`config.mk`:
```
export PLATFORM = sky130hd
export DESIGN_NAME = rpn_stack_evaluator
export DESIGN_NICKNAME = d
export VERILOG_FILES = /design/src/rpn_pkg.sv /design/src/rpn_stack_mem.sv /design/src/rpn_alu.sv /design/src/rpn_stack_evaluator.sv
export SDC_FILE = /design/constraint.sdc
export NUM_CORES = 2
export LEC_CHECK = 0
export BUFFER_PORTS_ARGS = -buffer_cell sky130_fd_sc_hd__buf_2
export CAP_MARGIN = 20
export CORE_ASPECT_RATIO = 0.6
export CORE_MARGIN = 2
export CORE_UTILIZATION = 55
export DETAILED_ROUTE_END_ITERATION = 12
export PLACE_DENSITY = 0.73
export SYNTH_ARGS = -nofsm -noshare
export SYNTH_HDL_FRONTEND = slang
export SYNTH_SLANG_ARGS = --single-unit
```
`constraint.sdc`:
```
create_clock -name clk_i -period 5.2 [get_ports clk_i]
set_clock_uncertainty 0.15 [all_clocks]
set_input_delay 0.78 -clock clk_i [delete_from_list [all_inputs] [get_ports clk_i]]
set_output_delay 0.78 -clock clk_i [all_outputs]
set_load 0.02 [all_outputs]
```
`src/rpn_pkg.sv`:
```
// shared types and constants for the reverse polish evaluator
package rpn_pkg;

  localparam int unsigned WORD_W      = 32;
  localparam int unsigned MODE_W      = 3;
  localparam int unsigned CNT_W       = $clog2(WORD_W);
  localparam int unsigned IN_TDATA_W  = 32;
  localparam int unsigned IN_TUSER_W  = 3;
  localparam int unsigned OUT_TDATA_W = 32;
  localparam int unsigned OUT_TUSER_W = 2;

  typedef enum logic [MODE_W-1:0] {
    MODE_PUSH = 3'd0,
    MODE_ADD  = 3'd1,
    MODE_SUB  = 3'd2,
    MODE_MUL  = 3'd3,
    MODE_DIV  = 3'd4
  } mode_e;

  typedef enum logic [1:0] {
    ST_OK        = 2'd0,
    ST_UNDERFLOW = 2'd1,
    ST_OVERFLOW  = 2'd2,
    ST_DIVZERO   = 2'd3
  } status_e;

  typedef enum logic [1:0] {
    ALU_ADD,
    ALU_SUB,
    ALU_MUL,
    ALU_DIV
  } alu_op_e;

  typedef enum logic [1:0] {
    ALU_IDLE,
    ALU_RUN,
    ALU_FIX
  } alu_state_e;

  typedef enum logic [1:0] {
    CTL_IDLE,
    CTL_READ,
    CTL_ALU,
    CTL_EMIT
  } ctl_state_e;

  typedef struct packed {
    logic    start;
    alu_op_e op;
  } alu_req_t;

endpackage

```
`src/rpn_stack_mem.sv`:
```
// operand stack storage, one write port and one registered read port
module rpn_stack_mem #(
  parameter int unsigned Depth = 64,
  parameter int unsigned AddrW = 6
) (
  input  logic                             clk_i,
  input  logic                             we_i,
  input  logic [AddrW-1:0]                 waddr_i,
  input  logic [rpn_pkg::WORD_W-1:0]       wdata_i,
  input  logic                             re_i,
  input  logic [AddrW-1:0]                 raddr_i,
  output logic [rpn_pkg::WORD_W-1:0]       rdata_o
);
  import rpn_pkg::*;

  logic [WORD_W-1:0] mem [Depth];
  logic [WORD_W-1:0] rdata_q;

  always_ff @(posedge clk_i) begin
    if (we_i) begin
      mem[waddr_i] <= wdata_i;
    end
  end

  always_ff @(posedge clk_i) begin
    if (re_i) begin
      rdata_q <= mem[raddr_i];
    end
  end

  assign rdata_o = rdata_q;

endmodule

```
`src/rpn_alu.sv`:
```
// serial arithmetic unit: bit-serial add/sub, shift-add multiply, restoring divide
module rpn_alu (
  input  logic                       clk_i,
  input  logic                       rst_ni,
  input  rpn_pkg::alu_req_t          req_i,
  input  logic [rpn_pkg::WORD_W-1:0] a_i,
  input  logic [rpn_pkg::WORD_W-1:0] b_i,
  output logic                       done_o,
  output logic [rpn_pkg::WORD_W-1:0] result_o
);
  import rpn_pkg::*;

  alu_state_e        state_q, state_d;
  alu_op_e           op_q, op_d;
  logic [WORD_W-1:0] x_q, x_d;
  logic [WORD_W-1:0] y_q, y_d;
  logic [WORD_W-1:0] acc_q, acc_d;
  logic [CNT_W-1:0]  cnt_q, cnt_d;
  logic              carry_q, carry_d;
  logic              neg_q, neg_d;

  logic              sum_bit;
  logic              carry_nx;
  logic [WORD_W+1:0] trial;
  logic [WORD_W-1:0] mul_sum;
  logic [WORD_W-1:0] a_mag;
  logic [WORD_W-1:0] b_mag;

  always_ff @(posedge clk_i or negedge rst_ni) begin
    if (!rst_ni) begin
      state_q <= ALU_IDLE;
      cnt_q   <= '0;
    end else begin
      state_q <= state_d;
      cnt_q   <= cnt_d;
    end
  end

  always_ff @(posedge clk_i) begin
    op_q    <= op_d;
    x_q     <= x_d;
    y_q     <= y_d;
    acc_q   <= acc_d;
    carry_q <= carry_d;
    neg_q   <= neg_d;
  end

  // one full adder for the serial add
  assign sum_bit  = x_q[0] ^ y_q[0] ^ carry_q;
  assign carry_nx = (x_q[0] & y_q[0]) | (x_q[0] & carry_q) | (y_q[0] & carry_q);
  // partial remainder shifted left with the next dividend bit, minus divisor
  assign trial    = {1'b0, acc_q, x_q[WORD_W-1]} - {2'b00, y_q};
  assign mul_sum  = acc_q + (y_q[0] ? x_q : '0);
  assign a_mag    = a_i[WORD_W-1] ? (~a_i + 1'b1) : a_i;
  assign b_mag    = b_i[WORD_W-1] ? (~b_i + 1'b1) : b_i;

  always_comb begin
    state_d = state_q;
    op_d    = op_q;
    x_d     = x_q;
    y_d     = y_q;
    acc_d   = acc_q;
    cnt_d   = cnt_q;
    carry_d = carry_q;
    neg_d   = neg_q;
    done_o  = 1'b0;

    unique case (state_q)
      ALU_IDLE: begin
        if (req_i.start) begin
          op_d    = req_i.op;
          cnt_d   = '0;
          acc_d   = '0;
          carry_d = (req_i.op == ALU_SUB);
          neg_d   = a_i[WORD_W-1] ^ b_i[WORD_W-1];
          x_d     = (req_i.op == ALU_DIV) ? a_mag : a_i;
          unique case (req_i.op)
            ALU_SUB: y_d = ~b_i;
            ALU_DIV: y_d = b_mag;
            default: y_d = b_i;
          endcase
          state_d = ALU_RUN;
        end
      end
      ALU_RUN: begin
        unique case (op_q)
          ALU_ADD, ALU_SUB: begin
            acc_d   = {sum_bit, acc_q[WORD_W-1:1]};
            carry_d = carry_nx;
            x_d     = x_q >> 1;
            y_d     = y_q >> 1;
          end
          ALU_MUL: begin
            acc_d = mul_sum;
            x_d   = x_q << 1;
            y_d   = y_q >> 1;
          end
          ALU_DIV: begin
            if (!trial[WORD_W+1]) begin
              acc_d = trial[WORD_W-1:0];
              x_d   = {x_q[WORD_W-2:0], 1'b1};
            end else begin
              acc_d = {acc_q[WORD_W-2:0], x_q[WORD_W-1]};
              x_d   = {x_q[WORD_W-2:0], 1'b0};
            end
          end
          default: ;
        endcase
        cnt_d = cnt_q + 1'b1;
        if (cnt_q == CNT_W'(WORD_W - 1)) begin
          state_d = ALU_FIX;
        end
      end
      ALU_FIX: begin
        done_o  = 1'b1;
        state_d = ALU_IDLE;
      end
      default: state_d = ALU_IDLE;
    endcase
  end

  // quotient sign applied on the way out
  assign result_o = (op_q == ALU_DIV) ? (neg_q ? (~x_q + 1'b1) : x_q) : acc_q;

endmodule

```
`src/rpn_stack_evaluator.sv`:
```
// top level of the reverse polish expression evaluator
//
//  channel   dir  beats                  tdata / tuser
//  s_axis    in   one token per request  tdata[31:0] operand; tuser[2:0] mode; tlast end
//  m_axis    out  one result per expression tdata[31:0] value; tuser[1:0] status
//
// push and unused tokens are handled when accepted; an operator with two operands passes through accept,
//   one stack memory read, 32 steps of the serial alu and the alu result state
// a division by zero is caught after the stack memory read and skips the alu
// a final token passes through the emit state to load the result register
// reset empties the stack by clearing the stack count; storage itself is not cleared
// a waiting result holds in its register while the next tokens go on; a second
//   final token waits for that register to be taken
module rpn_stack_evaluator #(
  parameter int unsigned STACK_DEPTH = 64
) (
  input  logic                                clk_i,
  input  logic                                rst_ni,
  input  logic                                s_axis_tvalid,
  output logic                                s_axis_tready,
  // operand [31:0]
  input  logic [rpn_pkg::IN_TDATA_W-1:0]      s_axis_tdata,
  // mode [2:0]
  input  logic [rpn_pkg::IN_TUSER_W-1:0]      s_axis_tuser,
  input  logic                                s_axis_tlast,
  output logic                                m_axis_tvalid,
  input  logic                                m_axis_tready,
  // value [31:0]
  output logic [rpn_pkg::OUT_TDATA_W-1:0]     m_axis_tdata,
  // status [1:0]
  output logic [rpn_pkg::OUT_TUSER_W-1:0]     m_axis_tuser
);
  import rpn_pkg::*;

  localparam int unsigned SPW = $clog2(STACK_DEPTH + 1);
  localparam int unsigned AW  = $clog2(STACK_DEPTH);

  // keep the first error of the expression
  function automatic status_e keep_first(status_e cur, status_e code);
    keep_first = (cur == ST_OK) ? code : cur;
  endfunction

  ctl_state_e        state_q, state_d;
  logic [SPW-1:0]    sp_q, sp_d;
  status_e           sticky_q, sticky_d;
  logic              last_q, last_d;
  alu_op_e           op_q, op_d;
  logic [WORD_W-1:0] tos_q, tos_d;
  logic              out_valid_q, out_valid_d;
  logic [WORD_W-1:0] out_value_q, out_value_d;
  status_e           out_status_q, out_status_d;

  logic [SPW-1:0]    sp_m1;
  logic [SPW-1:0]    sp_m2;
  logic [MODE_W-1:0] in_mode;
  logic [WORD_W-1:0] in_operand;
  logic              in_accept;
  logic              is_arith;
  alu_op_e           arith_op;
  logic              emit_load;

  logic              mem_we;
  logic              mem_re;
  logic [WORD_W-1:0] mem_rdata;

  alu_req_t          alu_req;
  logic              alu_done;
  logic [WORD_W-1:0] alu_result;

  assign sp_m1      = sp_q - SPW'(1);
  assign sp_m2      = sp_q - SPW'(2);
  assign in_mode    = s_axis_tuser[MODE_W-1:0];
  assign in_operand = s_axis_tdata[WORD_W-1:0];
  assign in_accept  = s_axis_tvalid && s_axis_tready;
  assign emit_load  = (state_q == CTL_EMIT) && (!out_valid_q || m_axis_tready);

  // tos lives in a register, the memory holds the entries below it
  rpn_stack_mem #(
    .Depth (STACK_DEPTH),
    .AddrW (AW)
  ) u_stack_mem (
    .clk_i   (clk_i),
    .we_i    (mem_we),
    .waddr_i (sp_m1[AW-1:0]),
    .wdata_i (tos_q),
    .re_i    (mem_re),
    .raddr_i (sp_m2[AW-1:0]),
    .rdata_o (mem_rdata)
  );

  // left operand comes from memory, right operand is tos
  rpn_alu u_alu (
    .clk_i    (clk_i),
    .rst_ni   (rst_ni),
    .req_i    (alu_req),
    .a_i      (mem_rdata),
    .b_i      (tos_q),
    .done_o   (alu_done),
    .result_o (alu_result)
  );

  // token decode
  always_comb begin
    is_arith = 1'b1;
    arith_op = ALU_ADD;
    unique case (in_mode)
      MODE_ADD: arith_op = ALU_ADD;
      MODE_SUB: arith_op = ALU_SUB;
      MODE_MUL: arith_op = ALU_MUL;
      MODE_DIV: arith_op = ALU_DIV;
      default:  is_arith = 1'b0;
    endcase
  end

  always_ff @(posedge clk_i or negedge rst_ni) begin
    if (!rst_ni) begin
      state_q     <= CTL_IDLE;
      sp_q        <= '0;
      sticky_q    <= ST_OK;
      last_q      <= 1'b0;
      out_valid_q <= 1'b0;
    end else begin
      state_q     <= state_d;
      sp_q        <= sp_d;
      sticky_q    <= sticky_d;
      last_q      <= last_d;
      out_valid_q <= out_valid_d;
    end
  end

  always_ff @(posedge clk_i) begin
    op_q         <= op_d;
    tos_q        <= tos_d;
    out_value_q  <= out_value_d;
    out_status_q <= out_status_d;
  end

  always_comb begin
    state_d       = state_q;
    sp_d          = sp_q;
    sticky_d      = sticky_q;
    last_d        = last_q;
    op_d          = op_q;
    tos_d         = tos_q;
    out_valid_d   = out_valid_q && !m_axis_tready;
    out_value_d   = out_value_q;
    out_status_d  = out_status_q;
    mem_we        = 1'b0;
    mem_re        = 1'b0;
    alu_req.start = 1'b0;
    alu_req.op    = op_q;
    s_axis_tready = (state_q == CTL_IDLE);

    unique case (state_q)
      CTL_IDLE: begin
        if (in_accept) begin
          last_d  = s_axis_tlast;
          state_d = s_axis_tlast ? CTL_EMIT : CTL_IDLE;
          if (in_mode == MODE_PUSH) begin
            if (sp_q == SPW'(STACK_DEPTH)) begin
              sticky_d = keep_first(sticky_q, ST_OVERFLOW);
            end else begin
              // spill old tos below the new one
              mem_we = (sp_q != '0);
              tos_d  = in_operand;
              sp_d   = sp_q + SPW'(1);
            end
          end else if (is_arith) begin
            if (sp_q < SPW'(2)) begin
              sticky_d = keep_first(sticky_q, ST_UNDERFLOW);
            end else begin
              mem_re  = 1'b1;
              op_d    = arith_op;
              state_d = CTL_READ;
            end
          end
        end
      end
      CTL_READ: begin
        if (op_q == ALU_DIV && tos_q == '0) begin
          tos_d    = '0;
          sp_d     = sp_m1;
          sticky_d = keep_first(sticky_q, ST_DIVZERO);
          state_d  = last_q ? CTL_EMIT : CTL_IDLE;
        end else begin
          alu_req.start = 1'b1;
          state_d       = CTL_ALU;
        end
      end
      CTL_ALU: begin
        if (alu_done) begin
          tos_d   = alu_result;
          sp_d    = sp_m1;
          state_d = last_q ? CTL_EMIT : CTL_IDLE;
        end
      end
      CTL_EMIT: begin
        if (emit_load) begin
          out_valid_d  = 1'b1;
          out_value_d  = (sp_q != '0) ? tos_q : '0;
          out_status_d = (sp_q == '0) ? keep_first(sticky_q, ST_UNDERFLOW) : sticky_q;
          sp_d         = '0;
          sticky_d     = ST_OK;
          state_d      = CTL_IDLE;
        end
      end
      default: state_d = CTL_IDLE;
    endcase
  end

  assign m_axis_tvalid = out_valid_q;
  assign m_axis_tdata  = out_value_q;
  assign m_axis_tuser  = out_status_q;

  a_sp_range: assert property (@(posedge clk_i) disable iff (!rst_ni)
    sp_q <= SPW'(STACK_DEPTH))
    else $error("stack count beyond depth");

  a_emit_clears: assert property (@(posedge clk_i) disable iff (!rst_ni)
    emit_load |=> (sp_q == '0 && sticky_q == ST_OK && m_axis_tvalid))
    else $error("expression state not cleared after result");

  a_alu_owned: assert property (@(posedge clk_i) disable iff (!rst_ni)
    alu_done |-> (state_q == CTL_ALU))
    else $error("alu finished while not waited on");

endmodule
```
==> summary.md <==
| Metric | Value |
|---|---|
| Synth Cell Area | 93,800 µm² |
| Critical path capture point type | flop |
| Post-route setup TNS | 0 ns |
| Asr flop ratio synth | 0.882% |
| Yosys warnings | 0 |
| Share of cells above drive strength 1 | 25.1% |
| Clock Tree Buf Depth | 4 |
| Delay of the slowest cell on the worst path | 0.68 ns |
| Core area | 170,000 µm² |
| Least-Margin Pin Slew | 1.14 ns |
| Die ar. | 174,000 µm² |
| Resize count post-CTS | 0 |
| Hold Vio Cnt, Final | 0 |
| Worst Path Buf+Inv | 2 |
| Synth top area share | 72.0% |
| H-tree depth | 4 |
| Combinational share of power | 39.2% |
| Final WL | 266,000 µm |
| Adder-Cell Fraction of Synth Area | 1.12% |
| DP Wirelength | 156,000 µm |
| Routed len/inst | 35.9 µm |
| I/O pin count | 76 |
| Die height | 324 µm |
| Startpoint Class | flop |
| CP top delay family | compound AO/OA/AOI/OAI gates |
| Leak | 0.0334 µW |
| Fin. max-slew vios | 0 |
| IO buf count | 75 |
| Post-Syn Nets | 4,905 |
| Synth top area cells | edfxtp_1 (72%), mux4_2 (16%), ha_1 (1.1%), a21oi_1 (0.94%), nor2_1 (0.88%) |
| Largest family of logic cells by synthesized area | multiplexers |
| Met2 Wirelength | 112,000 µm |
| Sw power | 23,500 µW |
| Fill count | 11.5k |
| CP most frequent cell | nor2_1 |
| Row count | 117 |
| P per Cell Area | 621 nW/µm² |
| DIE WIDTH | 537 µm |
| Gr usage total | 30.8% |
| Crit-path cells | buf_4 > nand2_1 > inv_1 > ha_1 > a211oi_1 > nor2_1 > a41oi_1 > a21oi_1 > a31oi_1 > o31ai_1 > xnor2_1 > a221oi_1 > nor2_1 |
| Period utilization | 82.6% |
| Clock power share | 22.4% |
| Residual DRC count | 0 |
| Tot Pwr | 65,100 µW |
| Post-synthesis mux area share | 16.4% |
| Post-synth top area cell | edfxtp_1 |
| Post-CTS setup buffer count | 0 |
| Clock transition at the registers of the reported paths | 0.07 ns |
| Switching share of power | 36.1% |
| Count leader, synth | edfxtp_1 |
| Global-route wire length before repair | 374,000 µm |
| Initial antenna violation count | 17 |
| Drt first pass iters | 6 |
| Max-slew headroom | 23.2% |
| Via count of the routed design | 51.5k |
| Largest net degree at the start of global routing | 126 |
| Synth Flop Type | edfxtp_1 |
| Synth cell count leaders | edfxtp_1 (2,248), mux4_2 (661), nor2_1 (221) |
| Synth Area in Compound Gates | 3.75% |
| Status | finished clean |
| Synth Area in Simple Gates | 3.47% |
| Post-synthesis sequential area ratio | 72.5% |
| Nets | 5,116 |
| CP Data Arrival Time | 4.69 ns |
| Min-delay worst type | in -> reg |
| Worst-path fanout max | 29 |
| Xor and xnor area share after synthesis | 1.33% |
| Root buf cell | clkbuf_16 |
| Initial core utilization | 55.3% |
| CP Class | reg -> reg |
| Synthesis-to-layout area growth | 11.7% |
| Hold WS | 0.124 ns |
| Synth Instances | 4,783 |
| Slowest CP cell | a31oi_1 |
| RD Place Congestion | 0.995 |
| Final worst path period need | 4.29 ns |
| Power Internal | 41,600 µW |
| CTS sink cnt | 2,268 |
| Post-synth EDFFs | 2,248 |
| Final setup fails | 0 |
| Congestion Overflow GR | 0 |
| F_max | 233 MHz |
| Required time worst endpoint | 5.60 ns |
| Drt initial violations | 9,698 |
| Top Metal Used | met5 |
| Vias per inst | 6.95 |
| Vias in the first global route | 48.6k |
| ANT nets after route | 0 |
| Max-cap violation count | 0 |
| Worst-Skew Late Latency | 0.84 ns |
| CTS tree | built |
| DR WL met3 | 41,300 µm |
| Sequential share of power | 38.5% |
| Yosys cell types | 88 |
| RSZ-0062 raised after global routing | no |
| #FFs+latches synth | 2,268 |
| FF-to-FF setup slack | 0.91 ns |
| Mean Syn Cell Area | 19.6 µm² |
| Peak VDD IR | 552 µV |
| CTS buffer count | 195 |
| Metal-1 WL | 107,000 µm |
[layout make-up]
cell class	count	area [µm²]	area share, %
timing repair buffer	260	2350	2.24
sequential	2268	68000	64.9
clock inverter	105	1070	1.02
multi-input combinational	2163	25000	23.9
clock buffer	241	5130	4.89
antenna	4	10.0	0.00955
tap	2261	2830	2.70
inverter	106	398	0.380
[sequential cells by signal (all words and copies together), names as in the netlist, 2 cells and up]
signal               count
m_axis_tdata            32
m_axis_tuser             2
op_q                     2
sp_q                     7
state_q                  2
sticky_q                 2
tos_q                   32
u_alu.acc_q             32
u_alu.cnt_q              5
u_alu.op_q               2
u_alu.state_q            2
u_alu.x_q               32
u_alu.y_q               32
u_stack_mem.mem       2048
u_stack_mem.rdata_o     32
[worst register-to-register path: cells and delay by family, from the launching register on]
kind / cells / cell delay [ns]
xor+xnor: 1 / 0.17
compound gates: 6 / 2.15
simple gates: 3 / 0.42
fa+ha+maj: 1 / 0.24
flops: 1 / 0.45
buf+inv: 2 / 0.45
[layout by cell type (no fill, tap or decap), types with 21 or more instances in the layout]
| cell type | instances |
|---|---|
| a211oi_1 | 23 |
| a21o_1 | 28 |
| a21oi_1 | 177 |
| a31oi_1 | 26 |
| and2_1 | 76 |
| buf_12 | 45 |
| buf_2 | 75 |
| buf_4 | 138 |
| bufinv_16 | 21 |
| clkbuf_1 | 42 |
| clkbuf_16 | 198 |
| clkinv_1 | 40 |
| clkinv_2 | 32 |
| edfxtp_1 | 2248 |
| ha_1 | 78 |
| inv_1 | 104 |
| mux2i_1 | 46 |
| mux4_2 | 661 |
| nand2_1 | 157 |
| nand3_1 | 42 |
| nor2_1 | 156 |
| nor2_4 | 65 |
| nor3_1 | 38 |
| o21ai_0 | 126 |
| o22ai_1 | 35 |
| xnor2_1 | 59 |
| xor2_1 | 79 |
[timing repair]
action                                  CTS  global route
endpoints found under the hold margin    20             0
endpoints found under the setup margin    0             0
hold buffers                              1             0
[power by group through the flow]
| stage | Combinational [µW] | Clock [µW] | Sequential (µW) |
|---|---|---|---|
| 2_1_floorplan | 15100 | 0 | 25900 |
| 3_3_place_gp | 24500 | 0 | 25300 |
| 3_5_place_dp | 24800 | 0 | 25300 |
| 4_1_cts | 25000 | 14700 | 24900 |
| 5_1_grt | 26800 | 15300 | 25100 |
| 6_report | 25500 | 14600 | 25000 |
[metal layers]
| layer | global-route usage (%) | up-vias |
|---|---|---|
| li1 | - | 20100 |
| met1 | 48.2 | 26900 |
| met2 | 41.9 | 4090 |
| met3 | 10.7 | 419 |
| met4 | 6.45 | 12 |
| met5 | 0 | - |
[path summary, 6_finish.rpt]
check	startpoint	endpoint	cells past startpoint
max	u_alu.y_q[0]	u_alu.acc_q[31]	13
min	s_axis_tlast	last_q	3
max reg2reg	u_alu.y_q[0]	u_alu.acc_q[31]	13
min reg2reg	sticky_q[1]	m_axis_tuser[1]	0
max in group asynchronous	rst_ni	sp_q[1]	2
min in group asynchronous	rst_ni	m_axis_tvalid	2
[stage by stage]
step / worst slack (ns) / instances / cell area (µm²) / utilization (%)
global route: 0.700 / 7405 / 105000 / 61.8
detailed placement: 1.06 / 7056 / 98500 / 58.1
CTS: 1.04 / 7403 / 105000 / 61.8
global placement: 1.13 / 7056 / 98500 / 58.1
floorplan: 0.351 / 4783 / 93800 / -
finish: 0.906 / 7408 / 105000 / 61.8
[cell families (layout without fill, tap and decap cells)]
group,count (synthesis),after routing
adder cells (fa/ha/maj),82,82
multiplexers,707,707
buffers and inverters,352,712
flip-flops,2268,2268
AO/OA/AOI/OAI,560,560
XOR/XNOR,142,142
AND/OR/NAND/NOR,672,672
other,0,4
No activity file was read; power rests on OpenSTA's default activity.
